<file path="config.mk">
export PLATFORM = sky130hd
export DESIGN_NAME = arp_responder_resolver
export DESIGN_NICKNAME = d
export VERILOG_FILES = /design/src/hdl/arpr_pkg.sv /design/src/hdl/arpr_cfg_regs.sv /design/src/hdl/arp_responder_resolver.sv
export SDC_FILE = /design/constraint.sdc
export NUM_CORES = 1
export LEC_CHECK = 0
export BUFFER_PORTS_ARGS = -buffer_cell sky130_fd_sc_hd__buf_2
export CAP_MARGIN = 15
export CORE_ASPECT_RATIO = 1.1
export CORE_MARGIN = 1
export CORE_UTILIZATION = 26
export DETAILED_ROUTE_END_ITERATION = 10
export REMOVE_ABC_BUFFERS = 1
export SKIP_LAST_GASP = 1
export SYNTH_ARGS = -nofsm -noshare
export SYNTH_HDL_FRONTEND = slang
export SYNTH_SLANG_ARGS = --single-unit
</file>
<file path="constraint.sdc">
create_clock -name clk -period 19.16 [get_ports clk]
set_input_delay 2.874 -clock clk [delete_from_list [all_inputs] [get_ports clk]]
set_output_delay 2.874 -clock clk [all_outputs]
set_load 0.1 [all_outputs]
</file>
<file path="src/hdl/arpr_pkg.sv">
// Shared types and constants for the ARP responder/resolver.
// Command and result codes, header constants, register indexes and structs.
// No dependencies.
`default_nettype none

package arpr_pkg;

	// command codes
	localparam logic [1:0] CMD_PACKET  = 2'd0;
	localparam logic [1:0] CMD_TICK    = 2'd1;
	localparam logic [1:0] CMD_RESOLVE = 2'd2;

	// result kinds
	localparam logic [1:0] RES_REPLY    = 2'd0;
	localparam logic [1:0] RES_REQUEST  = 2'd1;
	localparam logic [1:0] RES_RESOLVED = 2'd2;
	localparam logic [1:0] RES_FAILED   = 2'd3;

	// header constants
	localparam logic [15:0] ETH_TYPE_ARP = 16'h0806;
	localparam logic [15:0] PROTO_IPV4   = 16'h0800;
	localparam logic [15:0] HW_ETHER     = 16'h0001;
	localparam logic [15:0] OP_REQ       = 16'h0001;
	localparam logic [15:0] OP_REP       = 16'h0002;
	localparam logic [1:0]  FRAME_OP_REQ = 2'd1;
	localparam logic [1:0]  FRAME_OP_REP = 2'd2;
	localparam logic [47:0] MAC_BCAST    = 48'hFFFF_FFFF_FFFF;
	localparam logic [15:0] COUNT_MAX    = 16'hFFFF;

	// register indexes
	localparam int unsigned CFG_IDX_W = 3;
	localparam logic [CFG_IDX_W-1:0] CFG_LOCAL_IP    = 3'd0;
	localparam logic [CFG_IDX_W-1:0] CFG_LOCAL_MAC   = 3'd1;
	localparam logic [CFG_IDX_W-1:0] CFG_NET_MASK    = 3'd2;
	localparam logic [CFG_IDX_W-1:0] CFG_GATEWAY_IP  = 3'd3;
	localparam logic [CFG_IDX_W-1:0] CFG_RETRY_TICKS = 3'd4;
	localparam logic [CFG_IDX_W-1:0] CFG_TOTAL_TICKS = 3'd5;

	localparam logic [15:0] RETRY_RESET = 16'd500;
	localparam logic [15:0] TOTAL_RESET = 16'd2000;

	typedef struct packed {
		logic [31:0] local_ip;
		logic [47:0] local_mac;
		logic [31:0] net_mask;
		logic [31:0] gateway_ip;
		logic [15:0] retry_ticks;
		logic [15:0] total_ticks;
	} cfg_t;

	typedef struct packed {
		logic [1:0]  cmd;
		logic [15:0] frame_type;
		logic [15:0] hw_type;
		logic [15:0] proto_type;
		logic [15:0] op_code;
		logic [47:0] sender_mac;
		logic [31:0] sender_ip;
		logic [31:0] target_ip;
		logic [31:0] query_ip;
	} item_t;

	typedef struct packed {
		logic [1:0]  kind;
		logic [47:0] dest_mac;
		logic [1:0]  opcode;
		logic [31:0] target_ip;
		logic [47:0] target_mac;
		logic [47:0] found_mac;
	} result_t;

endpackage

`default_nettype wire

</file>
<file path="src/hdl/arpr_cfg_regs.sv">
// Configuration register file for the ARP responder/resolver.
// Decodes register index writes into the cfg_t struct; uses arpr_pkg.
`default_nettype none

module arpr_cfg_regs
	import arpr_pkg::*;
(
	input  wire logic                 clk,
	input  wire logic                 arst_n,
	input  wire logic                 wr_en,
	input  wire logic [CFG_IDX_W-1:0] wr_index,
	input  wire logic [47:0]          wr_data,
	output cfg_t                      cfg
);

	cfg_t cfg_q;

	always_ff @(posedge clk or negedge arst_n) begin
		if (!arst_n) begin
			cfg_q.local_ip    <= '0;
			cfg_q.local_mac   <= '0;
			cfg_q.net_mask    <= '0;
			cfg_q.gateway_ip  <= '0;
			cfg_q.retry_ticks <= RETRY_RESET;
			cfg_q.total_ticks <= TOTAL_RESET;
		end else if (wr_en) begin
			case (wr_index)
				CFG_LOCAL_IP:    cfg_q.local_ip    <= wr_data[31:0];
				CFG_LOCAL_MAC:   cfg_q.local_mac   <= wr_data;
				CFG_NET_MASK:    cfg_q.net_mask    <= wr_data[31:0];
				CFG_GATEWAY_IP:  cfg_q.gateway_ip  <= wr_data[31:0];
				CFG_RETRY_TICKS: cfg_q.retry_ticks <= wr_data[15:0];
				CFG_TOTAL_TICKS: cfg_q.total_ticks <= wr_data[15:0];
				default: ;
			endcase
		end
	end

	assign cfg = cfg_q;

endmodule

`default_nettype wire

</file>
<file path="src/hdl/arp_responder_resolver.sv">
// ARP responder/resolver top level: input stage, decision logic, result register.
// Uses arpr_pkg and arpr_cfg_regs.
//
// Usage:
//  - in_* channel: one word per command (received packet, tick, resolve).
//  - out_* channel: at most one result word per command (reply frame,
//    request frame, resolved MAC, or failure).
//  - cfg_* channel: register writes, always ready; write only while idle.
//  - An accepted word is registered in the input stage; as it leaves that
//    stage its result, if it makes one, is loaded into the output register,
//    which drives out_valid until the result is taken.
//  - Throughput is one word per cycle while the input stage hands its word
//    on, which it does whenever the output register is empty, is being
//    drained, or the word makes no result.
//  - When the receiver stalls, the output register holds its word; words with
//    no result still pass, and the first one with a result waits in the input
//    stage, so in_ready drops until out_ready returns.
//  - Reset clears the handshake state, the resolver state and the
//    registers, but sets retry to 500 ticks and total to 2000 ticks.
//  - Resolver state (pending address, window and elapsed counters) is
//    updated as the word leaves the input stage.
`default_nettype none

module arp_responder_resolver
	import arpr_pkg::*;
(
	input  wire logic                 clk,
	input  wire logic                 arst_n,
	// configuration
	input  wire logic                 cfg_valid,
	output      logic                 cfg_ready,
	input  wire logic [CFG_IDX_W-1:0] cfg_index,
	input  wire logic [47:0]          cfg_data,
	// command words
	input  wire logic                 in_valid,
	output      logic                 in_ready,
	input  wire logic [1:0]           cmd,
	input  wire logic [15:0]          frame_type,
	input  wire logic [15:0]          hw_type,
	input  wire logic [15:0]          proto_type,
	input  wire logic [15:0]          op_code,
	input  wire logic [47:0]          sender_mac,
	input  wire logic [31:0]          sender_ip,
	input  wire logic [31:0]          target_ip,
	input  wire logic [31:0]          query_ip,
	// result words
	output      logic                 out_valid,
	input  wire logic                 out_ready,
	output      logic [1:0]           result_kind,
	output      logic [47:0]          frame_dest_mac,
	output      logic [1:0]           frame_opcode,
	output      logic [31:0]          frame_target_ip,
	output      logic [47:0]          frame_target_mac,
	output      logic [47:0]          found_mac
);

	cfg_t cfg;

	assign cfg_ready = 1'b1;

	arpr_cfg_regs u_cfg (
		.clk      (clk),
		.arst_n   (arst_n),
		.wr_en    (cfg_valid),
		.wr_index (cfg_index),
		.wr_data  (cfg_data),
		.cfg      (cfg)
	);

	// input stage
	logic    valid_s1;
	item_t   item_s1;

	// resolver state
	logic        resolving_q;
	logic [31:0] pending_ip_q;
	logic [15:0] window_q;
	logic [15:0] elapsed_q;

	// output register
	logic    out_valid_q;
	result_t res_q;

	// decision logic
	logic        has_res;
	result_t     res;
	logic        resolving_d;
	logic [31:0] pending_ip_d;
	logic [15:0] window_d;
	logic [15:0] elapsed_d;
	logic [15:0] window_inc;
	logic [15:0] elapsed_inc;
	logic        advance;

	always_comb begin
		has_res      = 1'b0;
		res          = '0;
		resolving_d  = resolving_q;
		pending_ip_d = pending_ip_q;
		window_d     = window_q;
		elapsed_d    = elapsed_q;
		window_inc   = (window_q == COUNT_MAX) ? window_q : window_q + 16'd1;
		elapsed_inc  = (elapsed_q == COUNT_MAX) ? elapsed_q : elapsed_q + 16'd1;

		case (item_s1.cmd)
			CMD_PACKET: begin
				if (resolving_q) begin
					if (item_s1.frame_type == ETH_TYPE_ARP &&
					    item_s1.proto_type == PROTO_IPV4 &&
					    item_s1.sender_ip == pending_ip_q &&
					    item_s1.op_code == OP_REP) begin
						has_res       = 1'b1;
						res.kind      = RES_RESOLVED;
						res.found_mac = item_s1.sender_mac;
						resolving_d   = 1'b0;
						window_d      = '0;
						elapsed_d     = '0;
					end
				end else if (item_s1.hw_type == HW_ETHER &&
				             item_s1.proto_type == PROTO_IPV4 &&
				             item_s1.op_code == OP_REQ &&
				             item_s1.target_ip == cfg.local_ip) begin
					has_res        = 1'b1;
					res.kind       = RES_REPLY;
					res.dest_mac   = item_s1.sender_mac;
					res.opcode     = FRAME_OP_REP;
					res.target_ip  = item_s1.sender_ip;
					res.target_mac = item_s1.sender_mac;
				end
			end
			CMD_RESOLVE: begin
				// off-subnet targets resolve through the gateway
				if ((item_s1.query_ip & cfg.net_mask) != (cfg.local_ip & cfg.net_mask))
					pending_ip_d = cfg.gateway_ip;
				else
					pending_ip_d = item_s1.query_ip;
				resolving_d   = 1'b1;
				window_d      = '0;
				elapsed_d     = '0;
				has_res       = 1'b1;
				res.kind      = RES_REQUEST;
				res.dest_mac  = MAC_BCAST;
				res.opcode    = FRAME_OP_REQ;
				res.target_ip = pending_ip_d;
			end
			CMD_TICK: begin
				if (resolving_q) begin
					elapsed_d = elapsed_inc;
					window_d  = window_inc;
					if (window_inc >= cfg.retry_ticks) begin
						window_d = '0;
						has_res  = 1'b1;
						if (elapsed_inc < cfg.total_ticks) begin
							res.kind      = RES_REQUEST;
							res.dest_mac  = MAC_BCAST;
							res.opcode    = FRAME_OP_REQ;
							res.target_ip = pending_ip_q;
						end else begin
							res.kind    = RES_FAILED;
							resolving_d = 1'b0;
							elapsed_d   = '0;
						end
					end
				end
			end
			default: ;
		endcase
	end

	// a word with no result leaves the input stage even if the output is full
	assign advance  = valid_s1 && (!out_valid_q || out_ready || !has_res);
	assign in_ready = !valid_s1 || advance;

	always_ff @(posedge clk or negedge arst_n) begin
		if (!arst_n) begin
			valid_s1     <= 1'b0;
			out_valid_q  <= 1'b0;
			resolving_q  <= 1'b0;
			pending_ip_q <= '0;
			window_q     <= '0;
			elapsed_q    <= '0;
		end else begin
			if (in_valid && in_ready)
				valid_s1 <= 1'b1;
			else if (advance)
				valid_s1 <= 1'b0;

			if (advance) begin
				resolving_q  <= resolving_d;
				pending_ip_q <= pending_ip_d;
				window_q     <= window_d;
				elapsed_q    <= elapsed_d;
			end

			if (advance && has_res)
				out_valid_q <= 1'b1;
			else if (out_ready)
				out_valid_q <= 1'b0;
		end
	end

	always_ff @(posedge clk) begin
		if (in_valid && in_ready) begin
			item_s1.cmd        <= cmd;
			item_s1.frame_type <= frame_type;
			item_s1.hw_type    <= hw_type;
			item_s1.proto_type <= proto_type;
			item_s1.op_code    <= op_code;
			item_s1.sender_mac <= sender_mac;
			item_s1.sender_ip  <= sender_ip;
			item_s1.target_ip  <= target_ip;
			item_s1.query_ip   <= query_ip;
		end
		if (advance && has_res)
			res_q <= res;
	end

	assign out_valid        = out_valid_q;
	assign result_kind      = res_q.kind;
	assign frame_dest_mac   = res_q.dest_mac;
	assign frame_opcode     = res_q.opcode;
	assign frame_target_ip  = res_q.target_ip;
	assign frame_target_mac = res_q.target_mac;
	assign found_mac        = res_q.found_mac;

endmodule

`default_nettype wire
</file>
==> results.json <==
{
  "ys.flop_type": "edfxtp_1",
  "slowest_stage": "dfrtp_1",
  "netlist_top_cells_count": "edfxtp_1, dfrtp_1, mux2_2",
  "vias": 15300,
  "arrival_ns": 5.16,
  "slowest_delay_ns": 0.48,
  "tns_ns": 0,
  "dieArea_sq_um": 93500,
  "cts_buffers": 68,
  "fp.dieW_um": 292,
  "skew_ns": 0.0270,
  "wl_per_cell_um": 21.4,
  "drv_slew": 0,
  "ys_types": 66,
  "grt_max_degree": 171,
  "r2r_start": "window_q[3]",
  "yosys_warnings": 0,
  "path_class": "register to primary output",
  "rows": 116,
  "vias_per_cell": 4.58,
  "powerDensity_nw_per_um2": 113,
  "clkLatencyLatePin_ns": 0.62,
  "path_buf_inv": 2,
  "place_area_sq_um": 27600,
  "fin_nets": 2390,
  "relSlewSlack": 0.194,
  "required_ns": 16.29,
  "synth_area_leaders": "edfxtp_1, dfrtp_1, mux2_2",
  "start_util": 0.263,
  "dpl.hpwl_um": 50900,
  "cp-startpoint": "window_q[3]",
  "drc": 0,
  "fillers": 9023,
  "clk_pin_slew_ns": 0.06,
  "hp-start": "u_cfg.cfg[14]",
  "fin_crit_sh": 0.419,
  "status": "completed",
  "netlist_instances": 1634,
  "timing.fmax_mhz": 124,
  "synth_edf_count": 390,
  "overflow": 0,
  "antenna_found_initial": 21,
  "die_y_um": 321,
  "vdd_ir_drop_max_uv": 68.0,
  "hold_viol": 0,
  "synth_top_area_share": 0.488,
  "syn_area_per_cell_sq_um": 14.7,
  "routed_wl_um": 71200,
  "gp_congestion": 0.868,
  "fin_area_sq_um": 29900,
  "cts.path.max_buffers": 3,
  "grt_usage": 0.150,
  "crit_chain": "nand4_1, nor3_2, nand3_1, nand2b_1, nor2_1, xor2_1, ha_1, nand4_1, or3_1, o32a_1, a21oi_2, or3_1, o21a_1, inv_1, buf_2",
  "synth_most_common_cell": "edfxtp_1",
  "p_leak_nw": 11.7,
  "drive_gt1_frac": 0.345,
  "drtPass1Iterations": 5,
  "syn_area_sq_um": 24000,
  "path_delay_family": "simple AND/OR/NAND/NOR gates",
  "ant_nets": 0,
  "yosys.area.top_type": "edfxtp_1",
  "total_power_mw": 3.37,
  "coreArea_sq_um": 91100,
  "maxCapViolCount": 0,
  "hold_ws_ns": 0.500,
  "ys_seq_elements": 585,
  "ioPinCount": 449,
  "postCtsResizedCells": 0,
  "drt-initial-drc-count": 1181,
  "root_buffer": "clkbuf_16",
  "crit_fanout": 9,
  "tightestPinTransition_ns": 1.21,
  "clock-sinks": 585,
  "cts_tree": "yes",
  "async_flop_share": 0.333,
  "setup_viol": 0,
  "grt_setup_unrepaired": "no",
  "grt_pass1_wl_um": 103000,
  "grt_pass1_vias": 15600,
  "ys_seq_area_frac": 0.692,
  "critPathCaptureType": "primary output",
  "cts_hold_buf": 0,
  "htree_levels": 3,
  "io_buffers": 431,
  "cts_setup_buffers": 0,
  "start_kind": "register",
  "fin_crit_ns": 8.03,
  "hold_class": "register to register",
  "syn_to_final_growth_pct": 24.6
}
==> report_power, final <==
part / switching (mW) / total [mW] / leakage [nW] / internal, mW
Sequential: 0.0856 / 1.58 / 6.00 / 1.49
Clock: 0.540 / 1.31 / 1.10 / 0.774
Combinational: 0.312 / 0.480 / 4.58 / 0.167
Total: 0.938 / 3.37 / 11.7 / 2.43
==> state kept, by name (all words and copies together), names as in the netlist <==
register	flops
out_valid	1
item_s1	210
result_kind	2
frame_dest_mac	48
resolving_q	1
frame_opcode	2
elapsed_q	16
window_q	16
u_cfg.cfg	128
frame_target_ip	32
found_mac	48
frame_target_mac	48
valid_s1	1
pending_ip_q	32
==> metal layers <==
layer,global-route usage,vias to the layer above,wire length (um)
li1,-,6961,-
met1,0.191,7658,30400
met2,0.248,538,34200
met3,0.0326,116,4480
met4,0.0567,12,2040
met5,0,-,82
==> area by class of cell <==
type                    instances  area [sq um]  area share
diodes                         10          25.0    0.000837
inverters                      46           173     0.00578
clock buffers                  86          1810      0.0605
well taps                    1180          1480      0.0494
multi-input cells             934          6980       0.234
flip-flops and latches        585         16600       0.555
clock inverters                39           452      0.0151
repair buffers                456          2380      0.0795
==> metrics by stage <==
| step | util | worst slack, ns | instances |
|---|---|---|---|
| global route | 0.328 | 10.73 | 3333 |
| finish | 0.328 | 11.13 | 3336 |
| floorplan | - | 5.85 | 1565 |
| detailed placement | 0.303 | 11.78 | 3200 |
| global placement | 0.303 | 11.85 | 3199 |
| CTS | 0.328 | 11.10 | 3325 |
==> placed cells by master (no fill, tap or decap), drive strengths merged, types with 5 or more instances in the layout <==
cell,count
or3,51
o22a,6
dfstp,12
ha,33
a22oi,34
dfrtp,183
nor4,23
inv,52
nand2,94
edfxtp,390
and3,8
a221o,14
nor3,8
and4,5
nand3,24
nand2b,16
o21ai,61
bufinv,7
mux2i,19
buf,455
xor2,38
clkbuf,87
o31ai,10
nand4,32
a21oi,32
nor2,46
mux2,150
xnor2,78
nor3b,6
and2,101
diode,10
clkinv,24
o21a,5
==> final timing paths <==
kind	depth (start not counted)	end	slack (ns)
setup / recovery	15	in_ready	11.13
setup reg to reg	14	item_s1[93]	12.93
min in group asynchronous	1	elapsed_q[3]	2.27
max in group asynchronous	3	pending_ip_q[21]	14.67
hold reg to reg	1	u_cfg.cfg[14]	0.50
hold / removal	1	u_cfg.cfg[14]	0.50
==> cell families (layout without fill, tap and decap cells) <==
kind of cell    after synthesis  after routing  synth area share
flops                       585            585             0.692
simple gates                434            434            0.0999
xor+xnor                    116            116            0.0423
fa+ha+maj                    33             33            0.0172
mux                         169            169            0.0785
buf+inv                     115            627            0.0200
compound gates              181            181            0.0498
other cells                   1             11          0.000156
(Power assumes the default switching activity.)
